$ cat config.mk
export PLATFORM = sky130hd
export DESIGN_NAME = assoc_cache_tag_replacement
export DESIGN_NICKNAME = d
export VERILOG_FILES = /design/src/sv/acr_pkg.sv /design/src/sv/acr_ram.sv /design/src/sv/acr_scan.sv /design/src/sv/assoc_cache_tag_replacement.sv
export SDC_FILE = /design/constraint.sdc
export NUM_CORES = 1
export LEC_CHECK = 0
export BUFFER_PORTS_ARGS = -buffer_cell sky130_fd_sc_hd__buf_2
export CAP_MARGIN = 0
export CORE_UTILIZATION = 56
export CTS_CLUSTER_DIAMETER = 200
export DETAILED_ROUTE_END_ITERATION = 10
export PLACE_DENSITY = 0.79
export SLEW_MARGIN = 15
export SYNTH_ARGS = -nofsm -noshare
export SYNTH_HDL_FRONTEND = slang
export SYNTH_HIERARCHICAL = 1
export SYNTH_SLANG_ARGS = --single-unit
$ cat constraint.sdc
create_clock -name clock -period 6.3 [get_ports clock]
set_clock_uncertainty 0.15 [all_clocks]
set_input_delay 0.945 -clock clock [delete_from_list [all_inputs] [get_ports clock]]
set_output_delay 0.945 -clock clock [all_outputs]
set_load 0.005 [all_outputs]
$ cat src/sv/acr_pkg.sv
`default_nettype none

package acr_pkg;

   localparam int ENTRIES  = 16;
   localparam int KEY_BITS = 64;
   localparam int IDX_W    = $clog2(ENTRIES);
   localparam int SLOT_W   = 4;

   typedef logic [IDX_W-1:0]    idx_type;
   typedef logic [KEY_BITS-1:0] key_type;
   typedef logic [SLOT_W-1:0]   slot_type;

   localparam idx_type LAST_IDX = idx_type'(ENTRIES - 1);

   typedef enum logic {
      OP_LOOKUP = 1'b0,
      OP_INSERT = 1'b1
   } op_type;

   typedef struct packed {
      logic    start;
      key_type key;
      idx_type last;
   } scan_cmd_type;

   typedef struct packed {
      logic    done;
      logic    hit;
      idx_type idx;
   } scan_res_type;

   function automatic slot_type to_slot(idx_type i);
      logic [SLOT_W+IDX_W-1:0] ext;
      ext = {{SLOT_W{1'b0}}, i};
      return ext[SLOT_W-1:0];
   endfunction

endpackage

`default_nettype wire

$ cat src/sv/acr_ram.sv
`default_nettype none

module acr_ram #(
   parameter int WIDTH = 8,
   parameter int DEPTH = 16
) (
   input  wire logic                     clock,
   input  wire logic                     wr_en,
   input  wire logic [$clog2(DEPTH)-1:0] wr_addr,
   input  wire logic [WIDTH-1:0]         wr_data,
   input  wire logic [$clog2(DEPTH)-1:0] rd_addr,
   output logic      [WIDTH-1:0]         rd_data
);

   logic [WIDTH-1:0] mem_ff [DEPTH];

   always_ff @(posedge clock) begin
      if (wr_en) begin
         mem_ff[wr_addr] <= wr_data;
      end
      rd_data <= mem_ff[rd_addr];
   end

endmodule

`default_nettype wire

$ cat src/sv/acr_scan.sv
`default_nettype none

module acr_scan
   import acr_pkg::*;
(
   input  wire logic         clock,
   input  wire logic         reset,
   input  wire scan_cmd_type cmd,
   input  wire key_type      rd_data,
   output idx_type           rd_addr,
   output logic              busy,
   output scan_res_type      res
);

   typedef enum logic {
      ST_IDLE,
      ST_SCAN
   } state_type;

   state_type state_ff, state_in;
   key_type   key_ff, key_in;
   idx_type   last_ff, last_in;
   idx_type   addr_ff, addr_in;
   idx_type   cmp_idx_ff, cmp_idx_in;
   logic      cmp_valid_ff, cmp_valid_in;
   logic      match;
   logic      at_end;

   // shared key comparator, one stored key per cycle
   assign match  = cmp_valid_ff && (rd_data == key_ff);
   assign at_end = cmp_valid_ff && (cmp_idx_ff == last_ff);

   always_comb begin
      state_in     = state_ff;
      key_in       = key_ff;
      last_in      = last_ff;
      addr_in      = addr_ff;
      cmp_idx_in   = cmp_idx_ff;
      cmp_valid_in = cmp_valid_ff;
      res          = '0;
      case (state_ff)
         ST_IDLE: begin
            if (cmd.start) begin
               key_in       = cmd.key;
               last_in      = cmd.last;
               addr_in      = '0;
               cmp_valid_in = 1'b0;
               state_in     = ST_SCAN;
            end
         end
         ST_SCAN: begin
            cmp_valid_in = 1'b1;
            cmp_idx_in   = addr_ff;
            if (addr_ff != last_ff) begin
               addr_in = idx_type'(addr_ff + 1'b1);
            end
            if (match) begin
               res.done = 1'b1;
               res.hit  = 1'b1;
               res.idx  = cmp_idx_ff;
               state_in = ST_IDLE;
            end else if (at_end) begin
               res.done = 1'b1;
               state_in = ST_IDLE;
            end
         end
         default: begin
            state_in = ST_IDLE;
         end
      endcase
   end

   always_ff @(posedge clock) begin
      if (reset) begin
         state_ff     <= ST_IDLE;
         cmp_valid_ff <= 1'b0;
      end else begin
         state_ff     <= state_in;
         cmp_valid_ff <= cmp_valid_in;
      end
      key_ff     <= key_in;
      last_ff    <= last_in;
      addr_ff    <= addr_in;
      cmp_idx_ff <= cmp_idx_in;
   end

   assign rd_addr = addr_ff;
   assign busy    = (state_ff == ST_SCAN);

endmodule

`default_nettype wire

$ cat src/sv/assoc_cache_tag_replacement.sv
// Fully associative tag store with first-in-first-out replacement. For an
// insert the result strobe comes on the cycle after start, and busy stays
// low. A lookup of the valid slots compares one stored key per cycle from a
// key RAM with a registered read port, from slot 0 up, and ends at the
// first hit or at the last valid slot; an empty store answers without a
// scan. Busy is high while the scan runs. Slots fill in order and, since
// ages only fall in insertion order, the victim of a full store is tracked
// by a wrapping pointer. Every transaction gives exactly one result, shown
// on the rsp_ ports for one cycle while rsp_strobe is high; the receiver
// cannot stall it. No clearing pass is needed after reset.
`default_nettype none

module assoc_cache_tag_replacement
   import acr_pkg::*;
(
   input  wire logic        clock,
   input  wire logic        reset,
   input  wire logic        start,
   output logic             busy,
   input  wire logic        req_opcode,
   input  wire logic [63:0] req_key,
   output logic             rsp_strobe,
   output logic             rsp_hit,
   output logic [3:0]       rsp_slot,
   output logic             rsp_replaced_valid
);

   logic         accept;
   logic         is_insert;
   logic         empty;
   logic         wr_en;
   key_type      rd_data;
   idx_type      rd_addr;
   logic         scan_busy;
   scan_cmd_type cmd;
   scan_res_type res;

   idx_type  ptr_ff, ptr_in;
   logic     full_ff, full_in;
   logic     strobe_ff, strobe_in;
   logic     hit_ff, hit_in;
   slot_type slot_ff, slot_in;
   logic     repl_ff, repl_in;

   assign accept    = start && !busy;
   assign is_insert = (op_type'(req_opcode) == OP_INSERT);
   assign empty     = !full_ff && (ptr_ff == '0);
   assign wr_en     = accept && is_insert;

   assign cmd.start = accept && !is_insert && !empty;
   assign cmd.key   = req_key[KEY_BITS-1:0];
   assign cmd.last  = full_ff ? LAST_IDX : idx_type'(ptr_ff - 1'b1);

   acr_ram #(
      .WIDTH (KEY_BITS),
      .DEPTH (ENTRIES)
   ) u_key_ram (
      .clock   (clock),
      .wr_en   (wr_en),
      .wr_addr (ptr_ff),
      .wr_data (req_key[KEY_BITS-1:0]),
      .rd_addr (rd_addr),
      .rd_data (rd_data)
   );

   acr_scan u_scan (
      .clock   (clock),
      .reset   (reset),
      .cmd     (cmd),
      .rd_data (rd_data),
      .rd_addr (rd_addr),
      .busy    (scan_busy),
      .res     (res)
   );

   always_comb begin
      ptr_in    = ptr_ff;
      full_in   = full_ff;
      strobe_in = 1'b0;
      hit_in    = 1'b0;
      slot_in   = '0;
      repl_in   = 1'b0;
      if (wr_en) begin
         // victim is the oldest slot, or the next empty one while filling
         ptr_in    = (ptr_ff == LAST_IDX) ? '0 : idx_type'(ptr_ff + 1'b1);
         full_in   = full_ff || (ptr_ff == LAST_IDX);
         strobe_in = 1'b1;
         slot_in   = to_slot(ptr_ff);
         repl_in   = full_ff;
      end else if (accept && empty) begin
         strobe_in = 1'b1;
      end else if (res.done) begin
         strobe_in = 1'b1;
         hit_in    = res.hit;
         slot_in   = to_slot(res.idx);
      end
   end

   always_ff @(posedge clock) begin
      if (reset) begin
         ptr_ff    <= '0;
         full_ff   <= 1'b0;
         strobe_ff <= 1'b0;
      end else begin
         ptr_ff    <= ptr_in;
         full_ff   <= full_in;
         strobe_ff <= strobe_in;
      end
      hit_ff  <= hit_in;
      slot_ff <= slot_in;
      repl_ff <= repl_in;
   end

   assign busy               = scan_busy;
   assign rsp_strobe         = strobe_ff;
   assign rsp_hit            = hit_ff;
   assign rsp_slot           = slot_ff;
   assign rsp_replaced_valid = repl_ff;

endmodule

`default_nettype wire
After elaboration in Yosys (flattened, before gate mapping)
Memory sizes are Yosys's and may differ from the RTL's. A register that Yosys moved wholly into a read port is not among the register bits.
Index checks and enable logic that the tools add are counted.

cells by class
  add/subtract/negate cells = 3
  $mul = 0
  divide/modulo/power cells = 0
  order comparisons = 0
  equality and inequality tests = 6
  shift-type cells = 0
  muxes and demuxes = 22
  bitwise operators = 2
  reduce and logical (&&, ||, !) cells = 17

operators with widths
  operator                                                             count
  64-bit == test                                                       1
  4-bit two-way mux                                                    6
  1-bit two-way mux                                                    11
  4-bit by 1-bit adder with 4-bit output (second input constant)       2
  1-bit logical AND                                                    8
  4-bit case mux with 2 select lines                                   1
  6-bit two-way mux                                                    1
  5-bit two-way mux                                                    1
  4-bit == test                                                        1
  4-bit == test (second input constant)                                1
  1-bit logical NOT                                                    4
  4-bit logical NOT                                                    1
  2-bit != test (second input constant)                                2
  4-bit != test                                                        1
  1-bit case mux with 2 select lines                                   2
  2-bit AND reduction                                                  2
  4-bit OR reduction                                                   1
  4-bit by 1-bit subtractor with 4-bit output (second input constant)  1
  1-bit NOT                                                            2
  1-bit logical OR                                                     1

word-level totals
  register bits = 90
  latch bits = 0
  RAM bits = 1024
  bits in read-only memories = 0
  output and inout bits = 8
  word-level logic and storage cells = 63
  memories = 1

memories
  name              depth  width  rd ports  clocked after memory_dff  write ports  RTL line       source
  u_key_ram.mem_ff  16     64     1         1                         1            acr_ram.sv:15  logic [WIDTH-1:0] mem_ff [DEPTH];

Depth between registers and ports, before layout
Gate-level depths: netlist of run 1.

  depth in word-level cells = 8
  gate-level depth with buffers = 8
  mapped depth without buffers = 8

Cells and area by module
Netlist of run 1, hierarchy kept.

by module, submodules not included
  module                       instances  cells each  area each (µm²)  sequential area each (µm²)
  acr_ram                      1          1647        39555.4          32030.7
  acr_scan                     1          213         3298.2           2322.2
  assoc_cache_tag_replacement  1          69          580.6            240.2

Worst setup path after synthesis of run 1
OpenSTA, ideal clock, no wires.

  kind = input port to flip-flop
  start = input port req_opcode
  end = memory u_key_ram/mem_ff[0][0] (netlist name) (enable)
  library setup time = 0.565 ns
  arrival time = 6.131 ns
  data required time = 5.585 ns
  setup slack = -0.545 ns
  stages = 4
  buffers on the path = 0
  path through = nand3b_1 inv_1 or3b_2 nor3_1

on the way
  longest elaborated chain between the ends = 3

RTL lines
  item                                     RTL line                           source
  from (decl)                              assoc_cache_tag_replacement.sv:20  input wire logic req_opcode,
  1-bit logical AND                        assoc_cache_tag_replacement.sv:48  assign wr_en = accept && is_insert;
  via wr_en                                assoc_cache_tag_replacement.sv:31  logic wr_en;
  1-bit two-way mux                        acr_ram.sv:18                      if (wr_en) begin
  1-bit two-way mux (implied by the code)  acr_ram.sv:19                      mem_ff[wr_addr] <= wr_data;
  to (decl)                                acr_ram.sv:15

The timed path passes the listed nets, and every way through them passes these cells.

Worst setup path in the final report of run 1
  start = register u_scan.state_ff (netlist: u_scan/busy)
  end = memory u_key_ram/mem_ff[7][54] (netlist name) (enable)

on the way
  longest elaborated chain between the ends = 5

RTL lines
  item                                     RTL line                           source
  from (decl)                              acr_scan.sv:20                     state_type state_ff, state_in;
  from (signal assigned)                   acr_scan.sv:78                     state_ff <= state_in;
  1-bit logical NOT                        assoc_cache_tag_replacement.sv:45  assign accept = start && !busy;
  1-bit logical AND                        assoc_cache_tag_replacement.sv:45
  1-bit logical AND                        assoc_cache_tag_replacement.sv:48
  via wr_en                                assoc_cache_tag_replacement.sv:31
  1-bit two-way mux                        acr_ram.sv:18
  1-bit two-way mux (implied by the code)  acr_ram.sv:19

The timed path passes the listed nets, and every way through them passes these cells.

==> out/qor.txt, run 1 <==
Syn_nets: 2001
Post-synthesis cell count: 1929
Sequential power share: 54.5%
Resize count post-CTS: 0
DR vias/cell: 6.41
Post-detail-place hpwl: 48400 um
FFs w/ async S/R, synth: 0%
Arr. time, crit path: 4150 ps
Power Dens Cells: 326 nW/um^2
Worst Hold Slack: 360 ps
Chip width: 280 um
CP max FO: 26
Most used cell, CP: nand3b_1
Drt drc: 0
Area leader, netlist: edfxtp_1
Root Buffer: clkbuf_16
Count leader, synth: edfxtp_1
Max-slew headroom: 16.7%
Delay-heaviest family, CP: simple AND/OR/NAND/NOR gates
I/O Buffers: 75
Hold Crit Class: reg2reg
Final period util: 62.9%
Synth top area share: 76.1%
Switch Pwr: 3190 uW
Avg WL per Cell: 29.5 um
Final slew viol count: 0
Post-Route Utilization: 64.0%
Detailed Route WL: 94000 um
Hold Fails Final Rpt: 0
Clock sinks: 1178
Vias: 20.4k
Overflow after GRT: 0
Yosys reg bits: 1178
Clock network fraction of design power: 41.8%
Number of setup buffers added after CTS: 0
Share of cells above drive strength 1: 25.8%
Setup crit start kind: flop
Crit path largest cell delay: 1030 ps
Tightest Pin Transition: 1250 ps
Ys Warns: 6
Site Rows: 101
CORE AREA: 76300 sq um
Worst skew pair latency: 690 ps
Setup ws final: 2340 ps
Syn Std Cell Area: 43400 sq um
Peak supply drop: 209 uV
CP Class: reg2reg
Pre-antenna DRT Iters: 5
Critical path capture point type: flop
Max cap viols: 0
Leakage power: 0.0155 uW
Initial DRC Count: 2285
Layout net count: 2138
Worst-path clk slew: 60 ps
Total power: 15900 uW
Tot GR Track Use: 24.5%
# hold bufs at CTS: 0
Maximum level of the CTS H-tree: 3
Area delta synth->final: 12.5%
Switching portion of total power: 20.0%
CTS Buf Count: 109
Setup TNS: 0 ps
Combinational group share of total power: 3.6%
CTS tree: yes
Pre-CTS setup slack: 2050 ps
Ys flop type: edfxtp_1
CP Data Required Time: 6490 ps
Status: completed
Die ar.: 78700 sq um
Die height: 280 um
Synth unique cells: 44
Part of the Yosys area used for sequential elements: 79.6%
Starting density of the core: 56.9%
Dominant cells by area after synthesis: edfxtp_1 (76%), mux4_2 (13%), dfxtp_1 (3.6%)
Antenna violations before repair: 5
Endpoints failing setup: 0
Synthesized area per cell: 22.5 sq um
Min cycle time layout: 3960 ps
Global-route wire length before repair: 139000 um
I/O pin count: 76
Clock buffer depth: 3
Fmax: 252 MHz
Commonest cells post-synth: edfxtp_1 (1100), mux4_2 (256), a22oi_1 (128)
Critical path buffer and inverter count: 2
Crit path cell chain: nand3b_1 -> inv_1 -> nand3b_1 -> nor2_4 -> buf_4
Slowest-stage cell, CP: nor2_4
Int Pwr: 12700 uW
RSZ-0062 raised after global routing: false
RePlAce Congestion: 0.788
Vias in the first global route: 21.2k
Post-route antenna net violation count: 0
Post-synth EDFFs: 1100
Largest net degree at the start of global routing: 103
-- per-layer routing --
metal | vias to the layer above | global-route usage, % | part of all wire (%)
li1 | 8338 | - | -
met1 | 10724 | 34.0 | 38
met2 | 1174 | 40.2 | 50
met3 | 200 | 3.81 | 8.6
met4 | 6 | 8.43 | 3.0
met5 | - | 0 | 0.034
-- power groups by stage --
| stage | logic [uW] | clock network, uW | registers, uW |
|---|---|---|---|
| after floorplan | 332 | 0 | 8840 |
| after global placement | 557 | 0 | 8840 |
| after detailed placement | 575 | 0 | 8840 |
| after CTS | 583 | 6750 | 8680 |
| after global routing | 615 | 7020 | 8680 |
| final | 581 | 6650 | 8680 |
-- placed cells by master (no fill, tap or decap), types with 14 or more instances in the layout --
cell type,count
buf_2,75
clkinv_2,18
clkbuf_16,111
clkbuf_1,30
edfxtp_1,1100
mux4_2,256
buf_4,31
nand2_1,80
xnor2_1,47
nor2_4,14
xor2_1,16
a22oi_1,128
inv_1,18
dfxtp_1,78
-- layout make-up --
type / instances / area (sq um)
Clock buffer: 153 / 3060
Antenna cell: 1 / 2.50
Fill cell: 4706 / 27500
Timing Repair Buffer: 114 / 768
Tap cell: 1030 / 1290
Sequential cell: 1178 / 34600
Clock inverter: 51 / 589
Inverter: 18 / 67.6
Multi-Input combinational cell: 645 / 8490
-- through the flow --
| step | std cells | area, sq um |
|---|---|---|
| floorplan | 1929 | 43500 |
| global placement | 2984 | 45200 |
| detailed placement | 2984 | 45200 |
| CTS | 3188 | 48800 |
| global route | 3189 | 48900 |
| finish | 3190 | 48900 |
-- worst min-delay path, delay by kind of cell, from the launching register on --
family	cells	cell delay (ps)
flops	1	330
simple gates	1	80
compound gates	1	70
-- registers in the layout, summed over array words and instances, names as in the netlist, 4 cells and up --
register           count
u_key_ram/mem_ff    1024
u_scan/key_ff         64
u_scan/cmp_idx_ff      4
u_scan/rd_addr         4
u_scan/last_ff         4
u_key_ram/rd_data     64
rsp_slot               4
ptr_ff                 4
-- path summary, 6_finish.rpt --
check                      startpoint                       to  slack (ps)  cells after the start
hold reg to reg   u_scan/cmp_valid_ff      u_scan/cmp_valid_ff         360                      2
setup reg to reg          u_scan/busy  u_key_ram/mem_ff[7][54]        2340                      5
setup / recovery          u_scan/busy  u_key_ram/mem_ff[7][54]        2340                      5
hold / removal    u_scan/cmp_valid_ff      u_scan/cmp_valid_ff         360                      2
-- kinds of logic after synthesis --
group	after synthesis	share of synthesized area, %
adder cells (fa/ha/maj)	4	0.115
XOR/XNOR	63	1.27
flip-flops	1178	79.6
multiplexers	256	13.3
AND/OR/NAND/NOR	168	1.88
buffers and inverters	106	1.19
AO/OA/AOI/OAI	154	2.62
No activity file was read; power rests on OpenSTA's default activity.
==> run 2, diff against run 1 <==
--- a/config.mk
+++ b/config.mk
@@ -7,10 +7,10 @@
 export LEC_CHECK = 0
 export BUFFER_PORTS_ARGS = -buffer_cell sky130_fd_sc_hd__buf_2
 export CAP_MARGIN = 0
-export CORE_UTILIZATION = 56
+export CORE_UTILIZATION = 62
 export CTS_CLUSTER_DIAMETER = 200
 export DETAILED_ROUTE_END_ITERATION = 10
-export PLACE_DENSITY = 0.79
+export PLACE_DENSITY = 0.83
 export SLEW_MARGIN = 15
 export SYNTH_ARGS = -nofsm -noshare
 export SYNTH_HDL_FRONTEND = slang
==> constraint.sdc (replaced) <==
create_clock -name clock -period 3.69 [get_ports clock]
set_clock_uncertainty 0.15 [all_clocks]
set_input_delay 0.5535 -clock clock [delete_from_list [all_inputs] [get_ports clock]]
set_output_delay 0.5535 -clock clock [all_outputs]
set_load 0.005 [all_outputs]
==> out/qor.txt, run 2 (synthesis results as in run 1) <==
Endpoints failing setup: 0
Fmax: 301 MHz
RSZ-0062 raised after global routing: false
Min cycle time layout: 3320 ps
Sequential power share: 55.1%
Crit path launch: u_scan/key_ff[47]
Layout net count: 2168
Final slew viol count: 0
# hold bufs at CTS: 1
Clock sinks: 1178
Area post-placement: 45500 sq um
Switch Pwr: 5520 uW
Max-slew headroom: 24.3%
Site Rows: 96
Chip width: 267 um
Reg2reg start: u_scan/key_ff[47]
Int Pwr: 21400 uW
CP max FO: 7
Power Dens Cells: 548 nW/um^2
Switching portion of total power: 20.5%
Clock network fraction of design power: 41.0%
Leading cell type in the layout, fill and taps excluded: edfxtp_1
Worst-path clk slew: 60 ps
Max cap viols: 0
DR vias/cell: 6.77
Tightest Pin Transition: 1140 ps
Initial DRC Count: 2726
Leakage power: 0.0156 uW
Post-Route Utilization: 71.1%
Clock buffer depth: 3
Antenna violations before repair: 5
Post-detail-place hpwl: 49600 um
Post-route antenna net violation count: 0
Die ar.: 71100 sq um
Area delta synth->final: 12.9%
Design Area, Final: 49000 sq um
Drt drc: 0
Share of cells above drive strength 1: 26.6%
Overflow after GRT: 0
Reg2reg setup slack: 370 ps
Arr. time, crit path: 3750 ps
Number of setup buffers added after CTS: 0
RePlAce Congestion: 0.816
CP Data Required Time: 4120 ps
CP Class: reg2reg
Resize count post-CTS: 0
Avg WL per Cell: 31.7 um
I/O pin count: 76
Die height: 267 um
Max reg flops: 1024
Peak supply drop: 634 uV
Top reg by flops: u_key_ram/mem_ff
Vias in the first global route: 22.2k
Worst skew pair latency: 670 ps
Dpl cells: 2916
Maximum level of the CTS H-tree: 3
Final period util: 90.1%
Setup crit start kind: flop
Critical path capture point type: flop
Detailed Route WL: 99100 um
Tot GR Track Use: 28.8%
HP Start: req_key[13]
Starting density of the core: 63.0%
Pre-antenna DRT Iters: 6
Combinational group share of total power: 3.9%
Global-route wire length before repair: 146000 um
Most frequent cells in the layout: edfxtp_1 (1100), mux4_2 (256), a22oi_1 (128)
Layout Cells excl Fill: 3123
CTS Buf Count: 108
CTS tree: yes
CORE AREA: 68900 sq um
Vias: 21.2k
Top flop regs: u_key_ram/mem_ff: 1024 flops, u_key_ram/rd_data: 64 flops, u_scan/key_ff: 64 flops
I/O Buffers: 75
Root Buffer: clkbuf_16
Largest net degree at the start of global routing: 65
Status: completed
Hold Crit Class: in2reg
Hold Fails Final Rpt: 0
## run 2: cell count changes in the layout (fill, tap and decap cells not counted), moves of 2 or more
cell | previous run | this run
buf_4 | 31 | 44
clkbuf_8 | 12 | 14
diode_2 | 1 | 4
clkbuf_1 | 30 | 36
clkinv_1 | 11 | 9
bufinv_16 | 12 | 7
clkinv_4 | 0 | 2
clkinv_2 | 18 | 16
clkbuf_16 | 111 | 109
buf_12 | 8 | 25
## run 2: per-stage QoR
step                hold slack (ps)  worst slack (ps)  TNS (ps)  total power [uW]
floorplan                       307             -1030   -249220             15700
global route                    103               236         0             27500
global placement                323               527         0             16100
CTS                            78.4               414         0             27000
finish                          116               366         0             26900
detailed placement              337               304         0             16100
## run 2: worst paths after layout
path / end / depth (start not counted)
hold / removal: u_key_ram/mem_ff[2][13] / 1
setup / recovery: rsp_slot[1] / 8
hold reg to reg: u_scan/cmp_valid_ff / 2
setup reg to reg: rsp_slot[1] / 8
## run 2: power groups by stage
stage               registers [uW]  logic, uW  clock network, uW
finish                       14800       1040              11000
global route                 14800       1100              11600
CTS                          14800       1040              11100
detailed placement           15100       1010                  0
global placement             15100        971                  0
floorplan                    15100        568                  0
## run 2: area by class of cell
| type | instances | area (sq um) |
|---|---|---|
| Timing Repair Buffer | 145 | 1220 |
| Clock buffer | 159 | 3060 |
| Tap cell | 931 | 1160 |
| Antenna cell | 4 | 10.0 |
| Fill cell | 3724 | 19900 |
| Clock inverter | 43 | 430 |
| Sequential cell | 1178 | 34600 |
| Inverter | 18 | 67.6 |
| Multi-Input combinational cell | 645 | 8490 |
## run 2: critical path, stage by stage (launching register included)
cell and delay, ps:
edfxtp_1 420, xnor2_1 250, nand4_1 350, nor4_1 780, nand3_1 260, nor4_4 490
or2_1 270, o21ai_4 100, o22ai_1 160
## run 2: metal layers
layer	routed length [um]	up-vias	global-route usage (%)
met5	10	-	0
met2	50600	1413	47.8
met4	3530	2	11.3
met3	9240	245	5.11
li1	-	8412	-
met1	35800	11079	38.6
==> run 3, diff against run 2 <==
--- a/config.mk
+++ b/config.mk
@@ -5,12 +5,13 @@
 export SDC_FILE = /design/constraint.sdc
 export NUM_CORES = 1
 export LEC_CHECK = 0
-export BUFFER_PORTS_ARGS = -buffer_cell sky130_fd_sc_hd__buf_2
+export BUFFER_PORTS_ARGS = -buffer_cell sky130_fd_sc_hd__clkbuf_2
 export CAP_MARGIN = 0
-export CORE_UTILIZATION = 62
+export CORE_UTILIZATION = 55
 export CTS_CLUSTER_DIAMETER = 200
+export CTS_CLUSTER_SIZE = 28
 export DETAILED_ROUTE_END_ITERATION = 10
-export PLACE_DENSITY = 0.83
+export PLACE_DENSITY = 0.75
 export SLEW_MARGIN = 15
 export SYNTH_ARGS = -nofsm -noshare
 export SYNTH_HDL_FRONTEND = slang
==> out/qor.txt, run 3 (synthesis results as in run 1) <==
Layout net count: 2089
# hold bufs at CTS: 0
Vias: 19.6k
Drt drc: 0
CP max FO: 7
Reg2reg path depth: 8
Combinational group share of total power: 4.4%
Site Rows: 102
DR vias/cell: 6.35
CORE AREA: 77800 sq um
Maximum level of the CTS H-tree: 2
Power Dens Cells: 472 nW/um^2
RePlAce Congestion: 0.826
Sequential power share: 66.8%
Antenna violations before repair: 3
Area of the multi-input gates: 8490 sq um
Setup crit start kind: flop
Min cycle time layout: 2990 ps
Initial DRC Count: 2225
FF/Latch Area: 34600 sq um
Pre-CTS setup slack: 684 ps
I/O Buffers: 75
Number of setup buffers added after CTS: 0
Leading cell type in the layout, fill and taps excluded: edfxtp_1
Max cap viols: 0
Peak supply drop: 328 uV
Max-slew headroom: 28.7%
RSZ-0062 raised after global routing: false
Reg2reg setup slack: 700 ps
Tightest Pin Transition: 1070 ps
Switching portion of total power: 20.2%
Tot GR Track Use: 22.0%
Hold path depth: 2
Resize count post-CTS: 0
Clock sinks: 1178
Detailed Route WL: 87200 um
Chip width: 283 um
Most frequent cells in the layout: edfxtp_1 (1100), mux4_2 (256), a22oi_1 (128)
Switch Pwr: 4470 uW
I/O pin count: 76
Fmax: 334 MHz
Starting density of the core: 55.8%
Worst-path clk slew: 110 ps
Status: completed
Area delta synth->final: 7.98%
Arr. time, crit path: 3390 ps
Largest net degree at the start of global routing: 119
Global-route wire length before repair: 131000 um
Leakage power: 0.0145 uW
Hold Fails Final Rpt: 0
Post-detail-place hpwl: 48500 um
Int Pwr: 17700 uW
CTS Buf Count: 48
Post-route antenna net violation count: 0
Clock network fraction of design power: 28.7%
Die height: 283 um
Fillcell total: 5309
Post-Route Utilization: 60.2%
Root Buffer: clkbuf_16
Critical path capture point type: flop
Avg WL per Cell: 28.2 um
Share of cells above drive strength 1: 22.2%
Top reg by flops: u_key_ram/mem_ff
Final slew viol count: 0
Setup ws final: 698 ps
Endpoints failing setup: 0
Final period util: 81.1%
Worst skew pair latency: 630 ps
Max reg flops: 1024
Hold Crit Class: in2reg
CP Data Required Time: 4090 ps
Die ar.: 80100 sq um
Pre-antenna DRT Iters: 5
Top flop regs: u_key_ram/mem_ff: 1024 flops, u_key_ram/rd_data: 64 flops, u_scan/key_ff: 64 flops
CTS tree: yes
Clock buffer depth: 3
CP Class: reg2reg
Vias in the first global route: 20.1k
Overflow after GRT: 0
==> run 3: area by class of cell <==
cell class              instances  share of cell area (%)
diodes                          1                 0.00534
clock buffers                  87                    2.92
clock inverters                 1                  0.0640
inverters                      18                   0.144
multi-input cells             645                    18.1
flip-flops and latches       1178                    73.8
well taps                    1040                    2.77
repair buffers                126                    2.23
==> run 3: per-layer routing <==
metal	part of all wire [%]	wire (um)	track usage, %	up-vias
met5	0.034	30	0	-
met4	1.6	1360	4.51	4
met3	6.4	5620	2.57	79
met2	50	44000	36.1	758
met1	42	36300	32.3	10635
li1	-	-	-	8170
==> run 3: worst paths after layout <==
path | start | endpoint
worst max register to register | u_scan/key_ff[30] | rsp_slot[1]
worst min register to register | u_scan/cmp_valid_ff | u_scan/cmp_valid_ff
worst min-delay path | reset | u_scan/cmp_valid_ff
worst max-delay path | u_scan/key_ff[30] | rsp_slot[1]
==> run 3: power by group through the flow <==
| stage | Combinational (uW) | Clock [uW] | Sequential (uW) |
|---|---|---|---|
| 6_report | 979 | 6360 | 14800 |
| 5_1_grt | 1050 | 6910 | 14800 |
| 2_1_floorplan | 568 | 0 | 15100 |
| 3_5_place_dp | 988 | 0 | 15100 |
| 3_3_place_gp | 954 | 0 | 15100 |
| 4_1_cts | 992 | 6480 | 14800 |
==> run 3: through the flow <==
stage / TNS [ps] / instances / area [sq um] / hold WS [ps] / total power, uW
floorplan: -249220 / 1929 / 43500 / 307 / 15700
global placement: 0 / 3007 / 45500 / 329 / 16100
detailed placement: 0 / 3007 / 45500 / 341 / 16100
CTS: 0 / 3095 / 46900 / 32.4 / 22300
global route: 0 / 3096 / 46900 / 56.2 / 22800
finish: 0 / 3096 / 46900 / 71.4 / 22100
==> run 3: critical path, cell delays in order, from the launching register on <==
cell and delay (ps):
edfxtp_1 390, xnor2_1 210, nand4_1 310, nor4_1 570, nand2_1 180, nor4_4 570
or2_1 240, o21ai_4 90, o22ai_1 190
